**src/hw/rtl/spq_pkg.sv**
```systemverilog
// ----------------------------------------------------------------------------
// spq_pkg
// Shared types and codes of the strict-priority three-class queue.
// ----------------------------------------------------------------------------
package spq_pkg;

  localparam int unsigned NumClasses = 3;

  typedef enum logic {
    OpEnqueue = 1'b0,
    OpServe   = 1'b1
  } op_e;

  typedef enum logic [1:0] {
    ClassNormal   = 2'd0,
    ClassPriority = 2'd1,
    ClassUrgent   = 2'd2
  } class_e;

  typedef enum logic [1:0] {
    StEnqueued = 2'd0,
    StServed   = 2'd1,
    StEmpty    = 2'd2,
    StDropped  = 2'd3
  } status_e;

  typedef struct packed {
    logic [15:0] patient;
    logic [15:0] ticket;
    logic [7:0]  age;
  } entry_t;

  // per-cycle commands from a ring to its cells
  typedef struct packed {
    logic push;
    logic pop;
  } cell_ctrl_t;

  // per-cycle commands from the top level to one ring
  typedef struct packed {
    logic push;
    logic pop;
  } ring_ctrl_t;

  // ring status back to the top level
  typedef struct packed {
    logic nonempty;
    logic full;
  } ring_stat_t;

endpackage

```
**src/hw/rtl/spq_if.sv**
```systemverilog
// ----------------------------------------------------------------------------
// spq_req_if / spq_rsp_if
// Valid/ready channels for request items and result items.
// ----------------------------------------------------------------------------
interface spq_req_if;
  logic        valid;
  logic        ready;
  logic        op;
  logic [1:0]  queue_class;
  logic [15:0] patient_id;
  logic [15:0] ticket_id;
  logic [7:0]  patient_age;

  modport source (
    output valid, op, queue_class, patient_id, ticket_id, patient_age,
    input  ready
  );
  modport sink (
    input  valid, op, queue_class, patient_id, ticket_id, patient_age,
    output ready
  );
endinterface

interface spq_rsp_if;
  logic        valid;
  logic        ready;
  logic [1:0]  status;
  logic [1:0]  served_class;
  logic [15:0] served_patient;
  logic [15:0] served_ticket;
  logic [7:0]  served_age;

  modport source (
    output valid, status, served_class, served_patient, served_ticket, served_age,
    input  ready
  );
  modport sink (
    input  valid, status, served_class, served_patient, served_ticket, served_age,
    output ready
  );
endinterface

```
**src/hw/rtl/spq_cell.sv**
```systemverilog
// ----------------------------------------------------------------------------
// spq_cell
// One slot of a shifting FIFO ring: holds an entry and its occupied flag,
// takes a new entry when it is the first free slot, shifts toward the head.
// ----------------------------------------------------------------------------
module spq_cell (
  input  logic                clk_i,
  input  logic                rst_ni,
  input  spq_pkg::cell_ctrl_t ctrl_i,
  input  spq_pkg::entry_t     entry_i,
  input  logic                prev_valid_i,
  input  logic                next_valid_i,
  input  spq_pkg::entry_t     next_entry_i,
  output logic                valid_o,
  output spq_pkg::entry_t     entry_o
);

  logic            valid_q, valid_d;
  spq_pkg::entry_t entry_q, entry_d;
  logic            take;

  assign take = ctrl_i.push && !valid_q && prev_valid_i;

  always_comb begin
    valid_d = valid_q;
    entry_d = entry_q;
    if (ctrl_i.pop) begin
      valid_d = next_valid_i;
      entry_d = next_entry_i;
    end else if (take) begin
      valid_d = 1'b1;
      entry_d = entry_i;
    end
  end

  always_ff @(posedge clk_i or negedge rst_ni) begin
    if (!rst_ni) begin
      valid_q <= 1'b0;
    end else begin
      valid_q <= valid_d;
    end
  end

  always_ff @(posedge clk_i) begin
    entry_q <= entry_d;
  end

  assign valid_o = valid_q;
  assign entry_o = entry_q;

endmodule

```
**src/hw/rtl/spq_ring.sv**
```systemverilog
// ----------------------------------------------------------------------------
// spq_ring
// Bounded FIFO of one class built as a row of cells; cell 0 is the head.
// ----------------------------------------------------------------------------
module spq_ring #(
  parameter int unsigned Depth = 16
) (
  input  logic                clk_i,
  input  logic                rst_ni,
  input  spq_pkg::ring_ctrl_t ctrl_i,
  input  spq_pkg::entry_t     entry_i,
  output spq_pkg::ring_stat_t stat_o,
  output spq_pkg::entry_t     head_o
);

  logic [Depth-1:0]    valid;
  spq_pkg::entry_t     entry [Depth];
  spq_pkg::cell_ctrl_t cell_ctrl;

  assign cell_ctrl.push = ctrl_i.push;
  assign cell_ctrl.pop  = ctrl_i.pop;

  for (genvar i = 0; i < Depth; i++) begin : g_cell
    logic            prev_valid;
    logic            next_valid;
    spq_pkg::entry_t next_entry;

    if (i == 0) begin : g_first
      assign prev_valid = 1'b1;
    end else begin : g_mid
      assign prev_valid = valid[i-1];
    end

    if (i == Depth - 1) begin : g_last
      assign next_valid = 1'b0;
      assign next_entry = '0;
    end else begin : g_inner
      assign next_valid = valid[i+1];
      assign next_entry = entry[i+1];
    end

    spq_cell u_cell (
      .clk_i        (clk_i),
      .rst_ni       (rst_ni),
      .ctrl_i       (cell_ctrl),
      .entry_i      (entry_i),
      .prev_valid_i (prev_valid),
      .next_valid_i (next_valid),
      .next_entry_i (next_entry),
      .valid_o      (valid[i]),
      .entry_o      (entry[i])
    );
  end

  assign stat_o.nonempty = valid[0];
  assign stat_o.full     = valid[Depth-1];
  assign head_o          = entry[0];

endmodule

```
**src/hw/rtl/strict_priority_three_queue.sv**
```systemverilog
// ----------------------------------------------------------------------------
// strict_priority_three_queue
// Three bounded FIFO rings (normal, priority, urgent) with strict-priority
// serve: urgent first, then priority, then normal.
//
//   channel  dir  payload
//   req_i    in   op, queue_class, patient_id, ticket_id, patient_age
//   rsp_o    out  status, served_class, served_patient, served_ticket,
//                 served_age
//
// One request per cycle while rsp_o does not stall; each request gives one result,
// registered and shown in the cycle after it is accepted. The cell rows never hold a request back.
// Reset clears the occupied flags of all cells and the result valid flag.
// A result waiting on rsp_o holds req_i ready low only if rsp_o stalls.
// ----------------------------------------------------------------------------
module strict_priority_three_queue #(
  parameter int unsigned QueueDepth = 16
) (
  input  logic       clk_i,
  input  logic       rst_ni,
  spq_req_if.sink    req_i,
  spq_rsp_if.source  rsp_o
);

  localparam int unsigned NumClasses = spq_pkg::NumClasses;

  spq_pkg::ring_ctrl_t ring_ctrl [NumClasses];
  spq_pkg::ring_stat_t ring_stat [NumClasses];
  spq_pkg::entry_t     ring_head [NumClasses];
  spq_pkg::entry_t     req_entry;

  logic                 accept;
  logic                 is_enq;
  logic                 is_serve;
  logic [NumClasses-1:0] push_ok;
  logic [NumClasses-1:0] pop_sel;
  spq_pkg::class_e      sel_class;
  logic                 any_nonempty;
  spq_pkg::entry_t      sel_entry;

  logic                 out_valid_q;
  spq_pkg::status_e     status_q, status_d;
  logic [1:0]           class_q, class_d;
  spq_pkg::entry_t      served_q, served_d;

  assign req_i.ready = !out_valid_q || rsp_o.ready;
  assign accept      = req_i.valid && req_i.ready;
  assign is_enq      = accept && (req_i.op == spq_pkg::OpEnqueue);
  assign is_serve    = accept && (req_i.op == spq_pkg::OpServe);

  assign req_entry.patient = req_i.patient_id;
  assign req_entry.ticket  = req_i.ticket_id;
  assign req_entry.age     = req_i.patient_age;

  always_comb begin
    any_nonempty = 1'b1;
    if (ring_stat[spq_pkg::ClassUrgent].nonempty) begin
      sel_class = spq_pkg::ClassUrgent;
    end else if (ring_stat[spq_pkg::ClassPriority].nonempty) begin
      sel_class = spq_pkg::ClassPriority;
    end else begin
      sel_class    = spq_pkg::ClassNormal;
      any_nonempty = ring_stat[spq_pkg::ClassNormal].nonempty;
    end
  end

  always_comb begin
    case (sel_class)
      spq_pkg::ClassUrgent:   sel_entry = ring_head[spq_pkg::ClassUrgent];
      spq_pkg::ClassPriority: sel_entry = ring_head[spq_pkg::ClassPriority];
      default:                sel_entry = ring_head[spq_pkg::ClassNormal];
    endcase
  end

  for (genvar c = 0; c < NumClasses; c++) begin : g_ring
    assign push_ok[c] = (req_i.queue_class == 2'(c)) && !ring_stat[c].full;
    assign pop_sel[c] = any_nonempty && (sel_class == spq_pkg::class_e'(2'(c)));

    assign ring_ctrl[c].push = is_enq && push_ok[c];
    assign ring_ctrl[c].pop  = is_serve && pop_sel[c];

    spq_ring #(
      .Depth (QueueDepth)
    ) u_ring (
      .clk_i   (clk_i),
      .rst_ni  (rst_ni),
      .ctrl_i  (ring_ctrl[c]),
      .entry_i (req_entry),
      .stat_o  (ring_stat[c]),
      .head_o  (ring_head[c])
    );
  end

  always_comb begin
    status_d = status_q;
    class_d  = class_q;
    served_d = served_q;
    if (accept) begin
      class_d  = '0;
      served_d = '0;
      if (req_i.op == spq_pkg::OpEnqueue) begin
        status_d = (|push_ok) ? spq_pkg::StEnqueued : spq_pkg::StDropped;
      end else if (any_nonempty) begin
        status_d = spq_pkg::StServed;
        class_d  = sel_class;
        served_d = sel_entry;
      end else begin
        status_d = spq_pkg::StEmpty;
      end
    end
  end

  always_ff @(posedge clk_i or negedge rst_ni) begin
    if (!rst_ni) begin
      out_valid_q <= 1'b0;
    end else if (accept) begin
      out_valid_q <= 1'b1;
    end else if (rsp_o.ready) begin
      out_valid_q <= 1'b0;
    end
  end

  always_ff @(posedge clk_i) begin
    status_q <= status_d;
    class_q  <= class_d;
    served_q <= served_d;
  end

  assign rsp_o.valid          = out_valid_q;
  assign rsp_o.status         = status_q;
  assign rsp_o.served_class   = class_q;
  assign rsp_o.served_patient = served_q.patient;
  assign rsp_o.served_ticket  = served_q.ticket;
  assign rsp_o.served_age     = served_q.age;

endmodule

```
**src/flat_wrapper.sv**
```systemverilog
// flat-port wrapper written by rule: the top's interface ports become plain ports
module strict_priority_three_queue_flat 
#(
  parameter int unsigned QueueDepth = 16
)
  (clk_i, rst_ni, req_i_valid, req_i_op, req_i_queue_class, req_i_patient_id, req_i_ticket_id, req_i_patient_age, req_i_ready, rsp_o_valid, rsp_o_status, rsp_o_served_class, rsp_o_served_patient, rsp_o_served_ticket, rsp_o_served_age, rsp_o_ready);
  spq_req_if req_i_i ();
  spq_rsp_if rsp_o_i ();
  input  logic clk_i;
  input  logic rst_ni;
  input wire logic [$bits(req_i_i.valid)-1:0] req_i_valid;
  input wire logic [$bits(req_i_i.op)-1:0] req_i_op;
  input wire logic [$bits(req_i_i.queue_class)-1:0] req_i_queue_class;
  input wire logic [$bits(req_i_i.patient_id)-1:0] req_i_patient_id;
  input wire logic [$bits(req_i_i.ticket_id)-1:0] req_i_ticket_id;
  input wire logic [$bits(req_i_i.patient_age)-1:0] req_i_patient_age;
  output wire logic [$bits(req_i_i.ready)-1:0] req_i_ready;
  output wire logic [$bits(rsp_o_i.valid)-1:0] rsp_o_valid;
  output wire logic [$bits(rsp_o_i.status)-1:0] rsp_o_status;
  output wire logic [$bits(rsp_o_i.served_class)-1:0] rsp_o_served_class;
  output wire logic [$bits(rsp_o_i.served_patient)-1:0] rsp_o_served_patient;
  output wire logic [$bits(rsp_o_i.served_ticket)-1:0] rsp_o_served_ticket;
  output wire logic [$bits(rsp_o_i.served_age)-1:0] rsp_o_served_age;
  input wire logic [$bits(rsp_o_i.ready)-1:0] rsp_o_ready;
  assign req_i_i.valid = req_i_valid;
  assign req_i_i.op = req_i_op;
  assign req_i_i.queue_class = req_i_queue_class;
  assign req_i_i.patient_id = req_i_patient_id;
  assign req_i_i.ticket_id = req_i_ticket_id;
  assign req_i_i.patient_age = req_i_patient_age;
  assign req_i_ready = req_i_i.ready;
  assign rsp_o_valid = rsp_o_i.valid;
  assign rsp_o_status = rsp_o_i.status;
  assign rsp_o_served_class = rsp_o_i.served_class;
  assign rsp_o_served_patient = rsp_o_i.served_patient;
  assign rsp_o_served_ticket = rsp_o_i.served_ticket;
  assign rsp_o_served_age = rsp_o_i.served_age;
  assign rsp_o_i.ready = rsp_o_ready;
  strict_priority_three_queue #(.QueueDepth(QueueDepth)) u_core (.clk_i(clk_i), .rst_ni(rst_ni), .req_i(req_i_i), .rsp_o(rsp_o_i));
endmodule
```
**config.mk**
```make
export PLATFORM = sky130hd
export DESIGN_NAME = strict_priority_three_queue_flat
export DESIGN_NICKNAME = d
export VERILOG_FILES = /design/src/hw/rtl/spq_pkg.sv /design/src/hw/rtl/spq_if.sv /design/src/hw/rtl/spq_cell.sv /design/src/hw/rtl/spq_ring.sv /design/src/hw/rtl/strict_priority_three_queue.sv /design/src/flat_wrapper.sv
export SDC_FILE = /design/constraint.sdc
export NUM_CORES = 2
export LEC_CHECK = 0
export BUFFER_PORTS_ARGS = -buffer_cell sky130_fd_sc_hd__buf_4
export CORE_MARGIN = 2
export CORE_UTILIZATION = 30
export CTS_BUF_LIST = sky130_fd_sc_hd__clkbuf_4 sky130_fd_sc_hd__clkbuf_8
export CTS_CLUSTER_DIAMETER = 150
export DETAILED_ROUTE_END_ITERATION = 10
export PLACE_DENSITY = 0.49
export SLEW_MARGIN = 30
export SYNTH_ARGS = -nofsm -noshare
export SYNTH_HDL_FRONTEND = slang
export SYNTH_SLANG_ARGS = --single-unit
```
**constraint.sdc**
```tcl
create_clock -name clk_i -period 12.4 [get_ports clk_i]
set_input_delay 1.24 -clock clk_i [delete_from_list [all_inputs] [get_ports clk_i]]
set_output_delay 1.24 -clock clk_i [all_outputs]
set_load 0.01 [all_outputs]
```
## Yosys cells after proc, flatten, opt, wreduce, memory -nomap -nowiden

Index checks and enable logic that the tools add are counted.

| storage, ports and cells | value |
|---|---|
| output and inout bits | 46 |
| register bits after elaboration | 2013 |

| operators by class | value |
|---|---|
| bitwise gates (word level) | 1 |
| reduce and logical (&&, ||, !) cells | 211 |
| muxes and demuxes | 196 |
| equality and inequality tests | 4 |

Operators by type and width:

| operator | number |
|---|---|
| $mux 40 | 90 |
| $logic_and 1x1->1 | 108 |
| $mux 1 | 101 |
| $reduce_bool 2->1 | 49 |
| $pmux 40 s2 | 1 |
| $logic_not 1->1 | 49 |
| $mux 2 | 4 |
| $eq 2x1->1 const B | 2 |
| $eq 2x2->1 const B | 2 |
| $logic_not 2->1 | 2 |
| $reduce_or 3->1 | 1 |
| $reduce_and 2->1 | 1 |
| $logic_or 1x1->1 | 1 |
| $not 1->1 | 1 |

## Logic depth before layout (Yosys ltp)

| depth | value |
|---|---|
| depth after elaboration | 9 |
| mapped depth | 9 |
| depth with buffers taken out | 4 |

## Cells and area by module

A second synthesis with hierarchy kept.

| unflattened totals | value |
|---|---|
| cells, all modules | 4583 |
| area total of the unflattened synthesis | 94949.8 um^2 |

Modules (own cells, without submodules):

| module | cells each | times used | area an instance (um^2) | seq. area each (um^2) |
|---|---|---|---|---|
| spq_cell | 91 | 48 | 1924.3 | 1226.2 |
| strict_priority_three_queue | 203 | 1 | 2513.7 | 1346.3 |
| spq_ring | 4 | 3 | 22.5 | 0.0 |

## Least setup slack after synthesis

Ideal clock, no wire load.

| timing path | value |
|---|---|
| path kind | input port to flip-flop |
| start point | in req_i_queue_class[0] |
| end point | reg u_core.g_ring[0].u_ring.g_cell[4].u_cell.entry_q (netlist bit u_core.g_ring[0].u_ring.g_cell[4].u_cell.entry_o[0]) (enable) |
| arrival | 5040 ps |
| buffers on the path | 2 |
| library setup time | 493 ps |
| slack | 6867 ps |
| data required time | 11907 ps |
| cell stages on the path | 5 |
| cells stage by stage | buf_4 > nor4_2 > buf_2 > nand4_1 > o21ai_0 |

| between the ends | value |
|---|---|
| word-level cells in the longest chain between the ends | 6 |

RTL lines:

| element | RTL line | text |
|---|---|---|
| from (decl) | flat_wrapper.sv:13 | `input wire logic [$bits(req_i_i.queue_class)-1:0] req_i_queue_class;` |
| $logic_not 2->1 | strict_priority_three_queue.sv:76 | `assign push_ok[c] = (req_i.queue_class == 2'(c)) && !ring_stat[c].full;` |
| $logic_and 1x1->1 | strict_priority_three_queue.sv:76 |  |
| $logic_and 1x1->1 | strict_priority_three_queue.sv:79 | `assign ring_ctrl[c].push = is_enq && push_ok[c];` |
| $logic_and 1x1->1 (2 in series) | spq_cell.sv:22 | `assign take = ctrl_i.push && !valid_q && prev_valid_i;` |
| $reduce_bool 2->1 (no source line) | - |  |
| to (signal assigned) | spq_cell.sv:45 | `entry_q <= entry_d;` |
| to (decl) | spq_cell.sv:19 | `spq_pkg::entry_t entry_q, entry_d;` |

Every way passes these cells.
A chain may end at the register's enable or synchronous reset.

==> out/summary.txt <==
Ys async rst share - 0.0243
Crit path kind - register to register
Pwr Density - 188 nW/µm²
Setup violation total in the final timing report - 0
Layout net count - 5294
DRC errors left - 0
Most used routing layer - met2
CTS tree - done
Sequential share of the synthesized area - 0.712
Worst slew margin - 0.299
Top_reg_cell synth - edfxtp_1
Pre-CTS setup slack - 6770 ps
Post-CTS Resized - 0
Starting Density - 0.302
IO Port Bufs - 92
Largest net degree at the start of global routing - 227
Die Ht - 530 µm
Fillers - 26.3k
Crit start category - register
EDFF count, synth - 1844
Core ar. - 274000 µm²
Die width - 530 µm
Final slew viol count - 0
Vias in the first global route - 46.2k
Final worst path period share - 0.396
Cell Area, Synth - 82900 µm²
Synth Register Bits - 2013
Crit path capture type - register
Grt total ovfl - 0
Layout cells sized above 1 - 0.178
DRT antenna net count - 0
Leakage power - 38.1 nW
Total number of vias - 45.9k
Worst Hold Class - input port to async pin
Cts hold-fix bufs - 0
Fmax - 204 MHz
Ports - 93
Footprint of the multi-input gates - 21300 µm²
Row count - 192
Overall routed net length - 225 mm
Gpl congestion - 0.814
Global-route wire length before repair - 326 mm
Met1 Use GR - 0.208
Met2 GRT Util - 0.250
Final cell area excluding filler cells - 93800 µm²
Wire per inst - 24.5 µm
Register area - 59000 µm²
Worst-Margin Slew - 1050 ps
Final count of hold timing violations - 0
Syn-to-layout area delta - 13.2%
Number of buffers created by CTS - 362
Status - completed
Vias/cell - 4.99
Final HPWL DP - 130 mm
Post-route setup slack - 7490 ps
R2r setup slk - 7490 ps
Postcts setup bufs - 0
Critical path arrival - 5790 ps
Max-Cap Viols - 0
Clk root buf - clkbuf_8
Clock transition at the registers of the reported paths - 60 ps
Die area - 280000 µm²
CP required - 13280 ps
Synth Warn # - 0
Longest Clk Path Bufs - 4
Final TNS setup - 0 ps
Post-Synthesis Cells - 5206
DRT iter0 DRCs - 4346
Critical Path Fanout Max - 214
GRT Util Overall - 0.157
H-Tree Depth - 5
Worst Skew - 86.5 ps
Yosys cell types - 50
Placed Area - 86600 µm²
Clock Latency Late Sink - 1100 ps
Syn avg cell area - 15.9 µm²
CTS Sinks - 2013
Post-layout min period - 4910 ps
Antenna violations before repair - 8
VDD IR max - 0.103 mV
Met3 global-route usage - 0.0276
RSZ-0062 raised after global routing - false
Syn Nets - 5253
Initial DRT Pass Iterations - 6
## logic make-up (layout without fill, tap and decap cells)
group                  after synthesis  in the layout  synth area share
other                                0              4                 0
multiplexers                        39             39           0.00471
AND/OR/NAND/NOR                    254            254            0.0185
buffers and inverters              572            876            0.0400
AO/OA/AOI/OAI                     2328           2328             0.225
flip-flops                        2013           2013             0.712
## Yosys cell counts, drive strengths merged (4+ instances only)
master | instances | area [µm²]
a211oi | 40 | 300
a21o | 1800 | 13500
a21oi | 124 | 621
a22oi | 12 | 90.1
a2bb2oi | 20 | 175
a31oi | 152 | 2580
and2 | 4 | 25.0
buf | 429 | 2780
clkbuf | 87 | 327
dfrtp | 49 | 1230
dfxtp | 120 | 2400
edfxtp | 1844 | 55400
inv | 56 | 213
mux2i | 39 | 390
nand2 | 4 | 15.0
nand3 | 7 | 40.0
nand4 | 172 | 1080
nor2 | 42 | 158
o211ai | 11 | 82.6
o21ai | 45 | 225
o31ai | 122 | 1030
## registers in the layout (all words and copies together) (netlist names)
name and cells:
u_core.rsp_o.valid 1, u_core.rsp_o.served_ticket 16, u_core.rsp_o.served_class 2, u_core.rsp_o.served_age 8, u_core.g_ring.u_ring.g_cell.u_cell.entry_o 1920, u_core.rsp_o.status 2
u_core.rsp_o.served_patient 16, u_core.g_ring.u_ring.g_cell.u_cell.valid_o 48
## cell type report
type,count,area share
Antenna cell,4,0.000107
Clock buffer,538,0.0689
Clock inverter,89,0.00591
Inverter,56,0.00243
Multi-Input combinational cell,2621,0.227
Sequential cell,2013,0.629
Tap cell,3686,0.0492
Timing Repair Buffer,193,0.0172
## worst max-delay path, cell delays in order (launching register included)
cell and delay [ps]:
dfrtp_1 550, and3b_4 810, buf_4 800, and3_4 790, buf_4 550, buf_12 590, a21o_1 230
## power by group
| group | internal, mW | switching (mW) |
|---|---|---|
| registers | 8.42 | 0.424 |
| clock network | 3.42 | 2.70 |
| logic | 0.876 | 1.84 |
## per-stage QoR
step           std cells  hold WS [ps]   util  power [mW]
3_3_place_gp        8565           454  0.316        11.6
6_report            9200           281  0.342        17.7
5_1_grt             9198           243  0.342        18.4
2_1_floorplan       5206           449      -        10.7
3_5_place_dp        8565           461  0.316        11.7
4_1_cts             9192           200  0.342        17.9
## worst paths after layout
kind | start | endpoint | depth (start not counted)
max | u_core.g_ring[2].u_ring.g_cell[0].u_cell.valid_o | register | 6
min | rst_ni | u_core.rsp_o.valid | 1
max reg2reg | u_core.g_ring[2].u_ring.g_cell[0].u_cell.valid_o | register | 6
min reg2reg | register | register | 1
max in group asynchronous | rst_ni | u_core.g_ring[1].u_ring.g_cell[3].u_cell.valid_o | 1
min in group clk_i | register | register | 1
## placed cells by master, fill, tap and decap left out, types with 3 or more instances in the layout
cell type	count
buf_4	178
a31oi_1	32
clkbuf_4	151
clkinv_1	54
diode_2	4
a21oi_1	123
bufinv_16	5
clkinvlp_4	3
a21o_1	1800
edfxtp_1	1844
and3_4	3
and2_4	3
o211ai_1	11
clkinv_2	21
nor2_1	41
a31oi_4	116
o21ai_4	44
mux2i_1	39
dfrtp_1	48
a31oi_2	4
dfxtp_1	120
a2bb2oi_1	20
nand3_1	5
clkbuf_8	387
inv_1	54
inv_6	4
a211oi_1	39
buf_12	8
nand4_1	172
nand2_1	3
a22oi_1	12
o31ai_1	100
buf_6	4
o31ai_2	22
## routing by layer
metal | share of wire | vias to the layer above | wire length (µm)
met1 | 0.44 | 23700 | 99000
met5 | 0.000040 | - | 9
met4 | 0.046 | 2 | 10300
met2 | 0.46 | 1367 | 104000
li1 | - | 20500 | -
met3 | 0.051 | 372 | 11400
No activity file was read; power rests on OpenSTA's default activity.
